===== src/design/cpar_pkg.sv =====
// ----------------------------------------------------------------------------
// cpar_pkg
// Types and constants shared by the cascade angle/rate PID modules.
// ----------------------------------------------------------------------------
`timescale 1ns / 1ps

package cpar_pkg;

  // Default internal signal format: signed Q16.16 in 32 bits.
  localparam int DATA_WIDTH_DEF = 32;
  localparam int FRAC_BITS_DEF  = 16;

  // Fixed field widths of the ports.
  localparam int IO_W        = 32;
  localparam int GAIN_W      = 24;
  localparam int LIMIT_W     = 64;
  localparam int CFG_IDX_W   = 3;
  localparam int CFG_DATA_W  = 64;
  localparam int IN_TDATA_W  = 3 * IO_W;
  localparam int IN_TUSER_W  = 2;
  localparam int OUT_TDATA_W = 2 * IO_W;

  // A gain product is formed from two partial products split at this bit.
  localparam int MUL_SPLIT = 24;

  // Angle fold constants in whole degrees.
  localparam int ANGLE_HALF_DEG = 180;
  localparam int ANGLE_FULL_DEG = 360;

  // Configuration register indexes.
  typedef enum logic [CFG_IDX_W-1:0] {
    CFG_OUTER_KP     = 3'd0,
    CFG_OUTER_KI     = 3'd1,
    CFG_OUTER_KD     = 3'd2,
    CFG_INNER_KP     = 3'd3,
    CFG_INNER_KI     = 3'd4,
    CFG_INNER_KD     = 3'd5,
    CFG_OUTER_LIMITS = 3'd6,
    CFG_INNER_LIMITS = 3'd7
  } cfg_reg_t;

  // Controller states.
  typedef enum logic [3:0] {
    ST_IDLE,
    ST_ERR,
    ST_INT,
    ST_MLO,
    ST_MHI,
    ST_TERM,
    ST_ACC,
    ST_FIN,
    ST_DONE
  } ctrl_state_t;

  // Datapath operations issued by the controller.
  typedef enum logic [3:0] {
    OP_NONE,
    OP_LOAD,
    OP_ERR,
    OP_INT,
    OP_MLO,
    OP_MHI,
    OP_TERM,
    OP_ACC,
    OP_FIN,
    OP_PUSH
  } dp_op_t;

  // Which loop is being worked on.
  typedef enum logic [0:0] {
    LOOP_OUTER,
    LOOP_INNER
  } loop_t;

  // Which gain term is being formed.
  typedef enum logic [1:0] {
    TERM_P,
    TERM_I,
    TERM_D
  } term_t;

  // Command from controller to datapath.
  typedef struct packed {
    dp_op_t op;
    loop_t  loop;
    term_t  term;
  } dp_cmd_t;

endpackage


===== src/design/cpar_ctrl.sv =====
// ----------------------------------------------------------------------------
// cpar_ctrl
// Sequencer for the cascade PID: steps both loops through error, integral,
// three gain terms on the shared multiplier and the output clamp.
// ----------------------------------------------------------------------------
`timescale 1ns / 1ps

module cpar_ctrl (
  input  logic              clk,
  input  logic              rst_n,
  input  logic              in_tvalid,
  output logic              in_tready,
  output logic              out_tvalid,
  input  logic              out_tready,
  output cpar_pkg::dp_cmd_t cmd
);

  cpar_pkg::ctrl_state_t state_r, state_nxt;
  cpar_pkg::loop_t       loop_r, loop_nxt;
  cpar_pkg::term_t       term_r, term_nxt;
  logic                  out_valid_r, out_valid_nxt;

  // State and handshake registers.
  always_ff @(posedge clk) begin
    if (!rst_n) begin
      state_r     <= cpar_pkg::ST_IDLE;
      loop_r      <= cpar_pkg::LOOP_OUTER;
      term_r      <= cpar_pkg::TERM_P;
      out_valid_r <= 1'b0;
    end else begin
      state_r     <= state_nxt;
      loop_r      <= loop_nxt;
      term_r      <= term_nxt;
      out_valid_r <= out_valid_nxt;
    end
  end

  // Next state and datapath commands.
  always_comb begin
    state_nxt     = state_r;
    loop_nxt      = loop_r;
    term_nxt      = term_r;
    out_valid_nxt = out_valid_r && !out_tready;
    in_tready     = 1'b0;
    cmd.op        = cpar_pkg::OP_NONE;
    cmd.loop      = loop_r;
    cmd.term      = term_r;
    unique case (state_r)
      cpar_pkg::ST_IDLE: begin
        in_tready = 1'b1;
        if (in_tvalid) begin
          cmd.op    = cpar_pkg::OP_LOAD;
          loop_nxt  = cpar_pkg::LOOP_OUTER;
          state_nxt = cpar_pkg::ST_ERR;
        end
      end
      cpar_pkg::ST_ERR: begin
        cmd.op    = cpar_pkg::OP_ERR;
        state_nxt = cpar_pkg::ST_INT;
      end
      cpar_pkg::ST_INT: begin
        cmd.op    = cpar_pkg::OP_INT;
        term_nxt  = cpar_pkg::TERM_P;
        state_nxt = cpar_pkg::ST_MLO;
      end
      cpar_pkg::ST_MLO: begin
        cmd.op    = cpar_pkg::OP_MLO;
        state_nxt = cpar_pkg::ST_MHI;
      end
      cpar_pkg::ST_MHI: begin
        cmd.op    = cpar_pkg::OP_MHI;
        state_nxt = cpar_pkg::ST_TERM;
      end
      cpar_pkg::ST_TERM: begin
        cmd.op    = cpar_pkg::OP_TERM;
        state_nxt = cpar_pkg::ST_ACC;
      end
      cpar_pkg::ST_ACC: begin
        cmd.op = cpar_pkg::OP_ACC;
        unique case (term_r)
          cpar_pkg::TERM_P: begin
            term_nxt  = cpar_pkg::TERM_I;
            state_nxt = cpar_pkg::ST_MLO;
          end
          cpar_pkg::TERM_I: begin
            term_nxt  = cpar_pkg::TERM_D;
            state_nxt = cpar_pkg::ST_MLO;
          end
          cpar_pkg::TERM_D: state_nxt = cpar_pkg::ST_FIN;
          default:          state_nxt = cpar_pkg::ST_FIN;
        endcase
      end
      cpar_pkg::ST_FIN: begin
        cmd.op = cpar_pkg::OP_FIN;
        if (loop_r == cpar_pkg::LOOP_OUTER) begin
          loop_nxt  = cpar_pkg::LOOP_INNER;
          state_nxt = cpar_pkg::ST_ERR;
        end else begin
          state_nxt = cpar_pkg::ST_DONE;
        end
      end
      cpar_pkg::ST_DONE: begin
        // Hand the result to the output register once it is free.
        if (!out_valid_r || out_tready) begin
          cmd.op        = cpar_pkg::OP_PUSH;
          out_valid_nxt = 1'b1;
          state_nxt     = cpar_pkg::ST_IDLE;
        end
      end
      default: state_nxt = cpar_pkg::ST_IDLE;
    endcase
  end

  assign out_tvalid = out_valid_r;

endmodule


===== src/design/cpar_datapath.sv =====
// ----------------------------------------------------------------------------
// cpar_datapath
// Registers, loop state and arithmetic of the cascade PID: error with angle
// fold, clamped integral, derivative, shared 25x24 gain multiplier,
// saturating sum and output clamp.
// ----------------------------------------------------------------------------
`timescale 1ns / 1ps

module cpar_datapath #(
  parameter int DATA_WIDTH = cpar_pkg::DATA_WIDTH_DEF,
  parameter int FRAC_BITS  = cpar_pkg::FRAC_BITS_DEF
) (
  input  logic                                  clk,
  input  logic                                  rst_n,
  input  logic                                  cfg_wr_en,
  input  logic [cpar_pkg::CFG_IDX_W-1:0]        cfg_index,
  input  logic [cpar_pkg::CFG_DATA_W-1:0]       cfg_wr_data,
  input  logic signed [cpar_pkg::IO_W-1:0]      angle_setpoint,
  input  logic signed [cpar_pkg::IO_W-1:0]      angle_measured,
  input  logic signed [cpar_pkg::IO_W-1:0]      rate_measured,
  input  logic                                  wrap_enable,
  input  logic                                  clear_state,
  input  cpar_pkg::dp_cmd_t                     cmd,
  output logic signed [cpar_pkg::IO_W-1:0]      drive,
  output logic signed [cpar_pkg::IO_W-1:0]      rate_target
);

  localparam int DW   = DATA_WIDTH;
  localparam int IOW  = cpar_pkg::IO_W;
  localparam int GW   = cpar_pkg::GAIN_W;
  localparam int SPL  = cpar_pkg::MUL_SPLIT;
  localparam int OPW  = 2 * SPL;
  localparam int MAW  = SPL + 1;
  localparam int PW   = MAW + GW;
  localparam int AW   = PW + SPL + 1;
  localparam int EW   = ((DW > IOW) ? DW : IOW) + 3;
  localparam int SW   = DW + 2;
  localparam int LW   = cpar_pkg::LIMIT_W / 2;

  // Saturation bounds of the signal range at each working width.
  localparam logic signed [EW-1:0] EMAX = {{(EW-DW+1){1'b0}}, {(DW-1){1'b1}}};
  localparam logic signed [EW-1:0] EMIN = ~EMAX;
  localparam logic signed [AW-1:0] AMAX = {{(AW-DW+1){1'b0}}, {(DW-1){1'b1}}};
  localparam logic signed [AW-1:0] AMIN = ~AMAX;
  localparam logic signed [SW-1:0] SMAX = {{(SW-DW+1){1'b0}}, {(DW-1){1'b1}}};
  localparam logic signed [SW-1:0] SMIN = ~SMAX;

  // Fold thresholds in fixed point.
  localparam logic signed [EW-1:0] HALF =
    EW'(64'(cpar_pkg::ANGLE_HALF_DEG) << FRAC_BITS);
  localparam logic signed [EW-1:0] FULL =
    EW'(64'(cpar_pkg::ANGLE_FULL_DEG) << FRAC_BITS);

  // Configuration.
  logic signed [GW-1:0]                  gain_r [6];
  logic [cpar_pkg::LIMIT_W-1:0]          olim_r;
  logic [cpar_pkg::LIMIT_W-1:0]          ilim_r;

  // Loop state.
  logic signed [DW-1:0]                  integ_r [2];
  logic signed [DW-1:0]                  last_r [2];

  // Working registers.
  logic signed [IOW-1:0]                 a_tgt_r, a_meas_r, r_meas_r;
  logic                                  wrap_r;
  logic signed [DW-1:0]                  err_r, deriv_r, term_r;
  logic signed [DW-1:0]                  rate_tgt_r, drive_res_r;
  logic signed [PW-1:0]                  prod_r, plo_r;
  logic signed [SW-1:0]                  sum_r;
  logic signed [IOW-1:0]                 out_drive_r, out_rate_r;

  // Combinational results.
  logic [2:0]                            gidx;
  logic signed [GW-1:0]                  gain;
  logic [cpar_pkg::LIMIT_W-1:0]          lim_sel;
  logic signed [EW-1:0]                  ilim_e, olim_e;
  logic signed [EW-1:0]                  diff;
  logic signed [DW-1:0]                  err_nxt;
  logic signed [EW-1:0]                  isum;
  logic signed [DW-1:0]                  isat;
  logic signed [EW-1:0]                  isat_e;
  logic signed [DW-1:0]                  integ_nxt;
  logic signed [EW-1:0]                  dsum;
  logic signed [DW-1:0]                  deriv_nxt;
  logic signed [DW-1:0]                  opnd;
  logic signed [OPW-1:0]                 opnd_x;
  logic signed [MAW-1:0]                 mul_a;
  logic signed [PW-1:0]                  mul_p;
  logic signed [AW-1:0]                  full_p, shf_p;
  logic signed [DW-1:0]                  term_nxt;
  logic signed [SW-1:0]                  sum_nxt;
  logic signed [DW-1:0]                  ssat;
  logic signed [EW-1:0]                  ssat_e;
  logic signed [DW-1:0]                  res_nxt;

  // Gain and limit selection for the active loop.
  always_comb begin
    if (cmd.loop == cpar_pkg::LOOP_INNER) begin
      gidx    = 3'(cpar_pkg::CFG_INNER_KP) + 3'(cmd.term);
      lim_sel = ilim_r;
    end else begin
      gidx    = 3'(cpar_pkg::CFG_OUTER_KP) + 3'(cmd.term);
      lim_sel = olim_r;
    end
    gain   = gain_r[gidx];
    ilim_e = EW'($signed(lim_sel[2*LW-1:LW]));
    olim_e = EW'($signed(lim_sel[LW-1:0]));
  end

  // Loop error: angle error with an optional single fold, or rate error.
  always_comb begin
    if (cmd.loop == cpar_pkg::LOOP_OUTER) begin
      diff = EW'(a_tgt_r) - EW'(a_meas_r);
      if (wrap_r) begin
        if (diff > HALF) begin
          diff = diff - FULL;
        end else if (diff < -HALF) begin
          diff = diff + FULL;
        end
      end
    end else begin
      diff = EW'(rate_tgt_r) - EW'(r_meas_r);
    end
    if (diff > EMAX) begin
      err_nxt = EMAX[DW-1:0];
    end else if (diff < EMIN) begin
      err_nxt = EMIN[DW-1:0];
    end else begin
      err_nxt = diff[DW-1:0];
    end
  end

  // Integral: saturating add, then symmetric clamp when the limit is positive.
  always_comb begin
    isum = EW'(integ_r[cmd.loop]) + EW'(err_r);
    if (isum > EMAX) begin
      isat = EMAX[DW-1:0];
    end else if (isum < EMIN) begin
      isat = EMIN[DW-1:0];
    end else begin
      isat = isum[DW-1:0];
    end
    isat_e    = EW'(isat);
    integ_nxt = isat;
    if (!ilim_e[EW-1] && (ilim_e != '0)) begin
      if (isat_e > ilim_e) begin
        integ_nxt = ilim_e[DW-1:0];
      end else if (isat_e < -ilim_e) begin
        integ_nxt = DW'(-ilim_e);
      end
    end
  end

  // Derivative: saturating difference against the last error.
  always_comb begin
    dsum = EW'(err_r) - EW'(last_r[cmd.loop]);
    if (dsum > EMAX) begin
      deriv_nxt = EMAX[DW-1:0];
    end else if (dsum < EMIN) begin
      deriv_nxt = EMIN[DW-1:0];
    end else begin
      deriv_nxt = dsum[DW-1:0];
    end
  end

  // Shared multiplier: low partial product (unsigned low bits), then high.
  always_comb begin
    case (cmd.term)
      cpar_pkg::TERM_P: opnd = err_r;
      cpar_pkg::TERM_I: opnd = integ_r[cmd.loop];
      cpar_pkg::TERM_D: opnd = deriv_r;
      default:          opnd = err_r;
    endcase
    opnd_x = OPW'(opnd);
    if (cmd.op == cpar_pkg::OP_MHI) begin
      mul_a = {opnd_x[OPW-1], opnd_x[OPW-1:SPL]};
    end else begin
      mul_a = {1'b0, opnd_x[SPL-1:0]};
    end
    mul_p = PW'(mul_a) * PW'(gain);
  end

  // Term: join the partial products, floor by the fraction bits, saturate.
  always_comb begin
    full_p = (AW'(prod_r) <<< SPL) + AW'(plo_r);
    shf_p  = full_p >>> FRAC_BITS;
    if (shf_p > AMAX) begin
      term_nxt = AMAX[DW-1:0];
    end else if (shf_p < AMIN) begin
      term_nxt = AMIN[DW-1:0];
    end else begin
      term_nxt = shf_p[DW-1:0];
    end
    sum_nxt = sum_r + SW'(term_r);
  end

  // Loop output: saturate the sum, then clamp when the limit is positive.
  always_comb begin
    if (sum_r > SMAX) begin
      ssat = SMAX[DW-1:0];
    end else if (sum_r < SMIN) begin
      ssat = SMIN[DW-1:0];
    end else begin
      ssat = sum_r[DW-1:0];
    end
    ssat_e  = EW'(ssat);
    res_nxt = ssat;
    if (!olim_e[EW-1] && (olim_e != '0)) begin
      if (ssat_e > olim_e) begin
        res_nxt = olim_e[DW-1:0];
      end else if (ssat_e < -olim_e) begin
        res_nxt = DW'(-olim_e);
      end
    end
  end

  // Configuration registers and loop state.
  always_ff @(posedge clk) begin
    if (!rst_n) begin
      for (int i = 0; i < 6; i++) begin
        gain_r[i] <= '0;
      end
      olim_r     <= '0;
      ilim_r     <= '0;
      integ_r[0] <= '0;
      integ_r[1] <= '0;
      last_r[0]  <= '0;
      last_r[1]  <= '0;
    end else begin
      if (cfg_wr_en) begin
        unique case (cfg_index) inside
          cpar_pkg::CFG_OUTER_KP, cpar_pkg::CFG_OUTER_KI, cpar_pkg::CFG_OUTER_KD,
          cpar_pkg::CFG_INNER_KP, cpar_pkg::CFG_INNER_KI, cpar_pkg::CFG_INNER_KD: begin
            gain_r[cfg_index] <= cfg_wr_data[GW-1:0];
          end
          cpar_pkg::CFG_OUTER_LIMITS: olim_r <= cfg_wr_data;
          cpar_pkg::CFG_INNER_LIMITS: ilim_r <= cfg_wr_data;
          default: ;
        endcase
      end
      if ((cmd.op == cpar_pkg::OP_LOAD) && clear_state) begin
        integ_r[0] <= '0;
        integ_r[1] <= '0;
        last_r[0]  <= '0;
        last_r[1]  <= '0;
      end else if (cmd.op == cpar_pkg::OP_INT) begin
        integ_r[cmd.loop] <= integ_nxt;
        last_r[cmd.loop]  <= err_r;
      end
    end
  end

  // Working registers, no reset needed.
  always_ff @(posedge clk) begin
    unique case (cmd.op)
      cpar_pkg::OP_LOAD: begin
        a_tgt_r  <= angle_setpoint;
        a_meas_r <= angle_measured;
        r_meas_r <= rate_measured;
        wrap_r   <= wrap_enable;
      end
      cpar_pkg::OP_ERR: err_r <= err_nxt;
      cpar_pkg::OP_INT: begin
        deriv_r <= deriv_nxt;
        sum_r   <= '0;
      end
      cpar_pkg::OP_MLO: prod_r <= mul_p;
      cpar_pkg::OP_MHI: begin
        plo_r  <= prod_r;
        prod_r <= mul_p;
      end
      cpar_pkg::OP_TERM: term_r <= term_nxt;
      cpar_pkg::OP_ACC:  sum_r  <= sum_nxt;
      cpar_pkg::OP_FIN: begin
        if (cmd.loop == cpar_pkg::LOOP_OUTER) begin
          rate_tgt_r <= res_nxt;
        end else begin
          drive_res_r <= res_nxt;
        end
      end
      cpar_pkg::OP_PUSH: begin
        out_drive_r <= IOW'(drive_res_r);
        out_rate_r  <= IOW'(rate_tgt_r);
      end
      default: ;
    endcase
  end

  assign drive       = out_drive_r;
  assign rate_target = out_rate_r;

endmodule


===== src/design/cascade_pid_angle_rate_top.sv =====
// ----------------------------------------------------------------------------
// cascade_pid_angle_rate_top
// Two-loop angle/rate PID for one axis, one control tick per input beat.
// ----------------------------------------------------------------------------
//
//  Channel  Direction  Payload
//  in_      slave      tdata: angle_setpoint, angle_measured, rate_measured
//                      tuser: wrap_enable, clear_state
//  out_     master     tdata: drive, rate_target
//  cfg_     write      index 0..7: six gains, outer and inner limits
//
//  Each item is accepted, then each loop runs error, integral and derivative,
//  then three gain terms on the one shared 25x24 multiplier (low and high
//  partial products, term, accumulate), then the output clamp; last the result
//  is loaded. rst_n is synchronous and clears the configuration, loop state
//  and handshakes. The result register holds a finished beat, so the next
//  input is taken while it waits; the sequencer only pauses when the previous
//  result has still not been taken.
//
`timescale 1ns / 1ps

module cascade_pid_angle_rate_top #(
  parameter int DATA_WIDTH = cpar_pkg::DATA_WIDTH_DEF,
  parameter int FRAC_BITS  = cpar_pkg::FRAC_BITS_DEF
) (
  input  logic                                clk,
  input  logic                                rst_n,
  // tdata: angle_setpoint [31:0], angle_measured [63:32], rate_measured [95:64]
  input  logic [cpar_pkg::IN_TDATA_W-1:0]     in_tdata,
  // tuser: wrap_enable [0], clear_state [1]
  input  logic [cpar_pkg::IN_TUSER_W-1:0]     in_tuser,
  input  logic                                in_tvalid,
  output logic                                in_tready,
  // tdata: drive [31:0], rate_target [63:32]
  output logic [cpar_pkg::OUT_TDATA_W-1:0]    out_tdata,
  output logic                                out_tvalid,
  input  logic                                out_tready,
  input  logic                                cfg_wr_en,
  input  logic [cpar_pkg::CFG_IDX_W-1:0]      cfg_index,
  input  logic [cpar_pkg::CFG_DATA_W-1:0]     cfg_wr_data
);

  localparam int IOW = cpar_pkg::IO_W;

  cpar_pkg::dp_cmd_t       cmd;
  logic signed [IOW-1:0]   angle_setpoint, angle_measured, rate_measured;
  logic                    wrap_enable, clear_state;
  logic signed [IOW-1:0]   drive, rate_target;

  // Unpack the input beat.
  assign angle_setpoint = in_tdata[IOW-1:0];
  assign angle_measured = in_tdata[2*IOW-1:IOW];
  assign rate_measured  = in_tdata[3*IOW-1:2*IOW];
  assign wrap_enable    = in_tuser[0];
  assign clear_state    = in_tuser[1];

  // Pack the result beat.
  assign out_tdata = {rate_target, drive};

  cpar_ctrl u_ctrl (
    .clk        (clk),
    .rst_n      (rst_n),
    .in_tvalid  (in_tvalid),
    .in_tready  (in_tready),
    .out_tvalid (out_tvalid),
    .out_tready (out_tready),
    .cmd        (cmd)
  );

  cpar_datapath #(
    .DATA_WIDTH (DATA_WIDTH),
    .FRAC_BITS  (FRAC_BITS)
  ) u_datapath (
    .clk            (clk),
    .rst_n          (rst_n),
    .cfg_wr_en      (cfg_wr_en),
    .cfg_index      (cfg_index),
    .cfg_wr_data    (cfg_wr_data),
    .angle_setpoint (angle_setpoint),
    .angle_measured (angle_measured),
    .rate_measured  (rate_measured),
    .wrap_enable    (wrap_enable),
    .clear_state    (clear_state),
    .cmd            (cmd),
    .drive          (drive),
    .rate_target    (rate_target)
  );

endmodule


===== config.mk =====
export PLATFORM = sky130hd
export DESIGN_NAME = cascade_pid_angle_rate_top
export DESIGN_NICKNAME = d
export VERILOG_FILES = /design/src/design/cpar_pkg.sv /design/src/design/cpar_ctrl.sv /design/src/design/cpar_datapath.sv /design/src/design/cascade_pid_angle_rate_top.sv
export SDC_FILE = /design/constraint.sdc
export NUM_CORES = 2
export LEC_CHECK = 0
export ABC_CLOCK_PERIOD_IN_PS = 12600
export BUFFER_PORTS_ARGS = -buffer_cell sky130_fd_sc_hd__clkbuf_2
export CAP_MARGIN = 5
export CORE_MARGIN = 1
export CORE_UTILIZATION = 40
export DETAILED_ROUTE_END_ITERATION = 6
export PLACE_DENSITY = 0.6
export SKIP_LAST_GASP = 1
export SLEW_MARGIN = 30
export SYNTH_ARGS = -nofsm -noshare
export SYNTH_HDL_FRONTEND = slang
export SYNTH_SLANG_ARGS = --single-unit

===== constraint.sdc =====
create_clock -name clk -period 12.6 [get_ports clk]
set_input_delay 1.89 -clock clk [delete_from_list [all_inputs] [get_ports clk]]
set_output_delay 1.89 -clock clk [all_outputs]
set_load 0.05 [all_outputs]

==> results by group <==
Run status
  – Outcome: finished, final reports clean

Clock tree
  – Clock slew at the register clock pins of the worst setup and hold paths: 0.07 ns
  – CTS Buffer Depth: 3
  – H-tree depth: 3
  – CTS root buf: clkbuf_16
  – Inserted Clock Buffers: 99
  – Clk_lat worst skew: 0.77 ns
  – Sink Count: 894
  – Post-CTS setup buffer count: 0
  – Post-cts sizing count: 0
  – # hold bufs at CTS: 0
  – CTS tree: done

Global route
  – First-pass GRT wire length: 353 mm
  – Tot GR Track Use: 0.245
  – Initial antenna violation count: 17
  – Vias in the first global route: 57.1k
  – Grt total ovfl: 0
  – Largest net degree at the start of global routing: 75

Drt
  – Detailed Route Iter0 Violations: 5,278
  – Vias/cell: 5.57
  – Remaining DRCs: 0
  – Detailed Routing Iterations Pass 1: 7
  – WL final: 229 mm
  – DR vias: 57.1k
  – Routed Antenna Nets: 0
  – Avg WL per Cell: 22.4 um

Setup path
  – Arrival time at the worst endpoint: 11.00 ns
  – CP dominant cell by count: fa_1
  – CP Class: register to register
  – Crit path capture type: register
  – Worst Path Required: 13.04 ns
  – Critical Path Fanout Max: 43
  – Startpoint types: register
  – Slowest stage delay, CP: 0.91 ns
  – Worst path bufs/invs: 6
  – Critical path's top delay family: adder cells
  – CP max-delay cell: mux2_2

Worst hold path
  – Worst hold path class: register to register

Logic synthesis
  – Post-synth design cell area: 74,800 um^2
  – Simple-Gate Fraction of Synth Area: 0.133
  – Top-count cell post-synth: inv_1
  – Main combinational cell family by area after synthesis: adder cells
  – Most instantiated cells after synthesis: inv_1, nand2_1, edfxtp_1, fa_1, nor2_1
  – Yosys top cell area share: 0.304
  – EDFF count, synth: 757
  – Multiplexer share of the synthesized area: 0.0392
  – Synth area leader: edfxtp_1
  – FFs w/ async S/R, synth: 0
  – Cell count after synthesis: 7,556
  – Sequential fraction of the synthesis area: 0.341
  – Synth Warn #: 0
  – Synth Area in Compound Gates: 0.134
  – Synth Flop Type: edfxtp_1
  – Post-synthesis xor/xnor area fraction: 0.0357
  – Post-Synth Adder-Cell Area: 0.252
  – Seq cells post-synth: 894
  – Synth cell types: 96
  – Synth area leaders: edfxtp_1, fa_1, ha_1
  – Mean post-synth cell area: 9.90 um^2

STA
  – Slew Limit Fails: 0
  – Period utilization: 0.838
  – FMAX: 94.7 MHz
  – RSZ-0062 raised after global routing: false
  – Slew margin rel.: 0.310
  – Final hold violations: 0
  – Setup-failing EPs final: 0
  – Final worst slack: 2.04 ns
  – Worst Tran Pin Value: 1.01 ns
  – Period minus WS final: 10.56 ns
  – Post-Route Setup TNS: 0 ns
  – Clock skew: 0.0780 ns

Floorplanning
  – Initial Util: 0.403
  – Die X: 434 um
  – Die height: 434 um
  – Core box area: 186,000 um^2
  – Ports: 236
  – Die area: 189,000 um^2
  – Rows: 158

Finish
  – Final core utilization: 0.444
  – Nets: 8,979
  – Layout cells sized above 1: 0.0923
  – Post-route cell area: 82,300 um^2
  – Area grow syn2layout: 10.1%
  – Layout fillers: 17.5k

Job
  – Max_cap viols: 0

Place
  – Gpl congestion: 0.931
  – Pre-CTS setup slack: 2.15 ns
  – Placed instance area: 78,800 um^2
  – Hpwl dp: 178 mm
  – Port bufs: 235
[state kept, by name (all words and copies together) (netlist names), 4 cells and up, named ones only]
| name | flops |
|---|---|
| u_datapath.drive_res_r | 32 |
| u_datapath.ilim_r | 64 |
| u_datapath.rate_tgt_r | 32 |
| u_datapath.olim_r | 64 |
| u_datapath.integ_r | 64 |
| u_datapath.a_meas_r | 32 |
| u_datapath.prod_r | 49 |
| u_datapath.gain_r | 192 |
| u_datapath.drive | 32 |
| u_datapath.last_r | 64 |
| u_datapath.sum_r | 34 |
| u_datapath.a_tgt_r | 32 |
| u_datapath.term_r | 32 |
| u_datapath.rate_target | 32 |
| u_datapath.err_r | 32 |
| u_datapath.plo_r | 33 |
| u_datapath.deriv_r | 32 |
| u_ctrl.state_r | 4 |
| u_datapath.r_meas_r | 32 |
[per-stage QoR]
step	hold slack, ns	instances
3_5_place_dp	0.405	10100
3_3_place_gp	0.404	10100
5_1_grt	0.423	10300
4_1_cts	0.414	10300
2_1_floorplan	0.400	7603
6_report	0.412	10300
[per-layer routing]
| metal | part of all wire | up-vias | GRT usage |
|---|---|---|---|
| li1 | - | 26200 | - |
| met1 | 0.42 | 28500 | 0.333 |
| met2 | 0.47 | 2048 | 0.403 |
| met3 | 0.068 | 378 | 0.0325 |
| met4 | 0.037 | 0 | 0.0810 |
| met5 | 0 | - | 0 |
[cell families (layout without fill, tap and decap cells)]
logic type	count (synthesis)	in the layout
AOI/OAI and AO/OA	1542	1542
xor gates and xnor gates	304	304
adders and majority gates	1128	1128
buffers and inverters	1267	1434
DFF	894	894
muxes	224	224
other	1	52
and+or+nand+nor	2196	2196
[cell usage in the layout, fill, tap and decap left out, types with 25 or more instances in the layout]
cell / instances
inv_1: 920
nand2_1: 877
edfxtp_1: 757
fa_1: 635
nor2_1: 572
ha_1: 488
a21oi_1: 382
o21ai_0: 302
clkbuf_2: 234
a21o_1: 177
xnor2_1: 172
dfxtp_1: 135
and2_1: 134
a21boi_0: 133
xor2_1: 129
nand3_1: 117
clkbuf_16: 100
mux2i_1: 95
buf_4: 91
o21a_1: 80
nor3_1: 76
nand4_1: 74
mux2_2: 68
nand2b_1: 56
a31oi_1: 56
nor2b_1: 56
a211oi_1: 55
mux4_2: 48
conb_1: 48
nor4_1: 43
or3_1: 39
and3_1: 37
o221ai_1: 34
o21bai_1: 33
or2_2: 28
a22oi_1: 26
o21ai_1: 25
o211ai_1: 25
[worst register-to-register path, delay by kind of cell, from the launching register on]
family | cells | cell delay, ns
AOI/OAI and AO/OA | 9 | 2.14
DFF | 1 | 0.85
muxes | 3 | 2.10
adders and majority gates | 8 | 4.03
xor gates and xnor gates | 1 | 0.11
buffers and inverters | 6 | 0.72
and+or+nand+nor | 3 | 0.28
[final timing paths]
check,cells after the start,slack [ns],to,from
setup / recovery,30,2.04,u_datapath.prod_r[46]$_DFFE_PP_,u_ctrl.loop_r$_SDFFE_PN0P_
hold / removal,0,0.41,u_datapath.drive[12]$_DFFE_PN_,u_datapath.drive_res_r[12]$_DFFE_PP_
setup reg to reg,30,2.04,u_datapath.prod_r[46]$_DFFE_PP_,u_ctrl.loop_r$_SDFFE_PN0P_
hold reg to reg,0,0.41,u_datapath.drive[12]$_DFFE_PN_,u_datapath.drive_res_r[12]$_DFFE_PP_
[final cells by class]
| class | count | area (um^2) | share of cell area |
|---|---|---|---|
| antenna | 4 | 10.0 | 0.000122 |
| clock inverter | 73 | 948 | 0.0115 |
| inverter | 921 | 3460 | 0.0420 |
| multi-input combinational | 5442 | 44900 | 0.545 |
| sequential | 894 | 25500 | 0.309 |
| clock buffer | 113 | 2560 | 0.0311 |
| tap | 2480 | 3100 | 0.0377 |
| timing repair buffer | 327 | 1880 | 0.0228 |
Power is left out: the tool's default activity adds up to more than one toggle a clock period on the data nets, which glitch-free logic cannot reach.
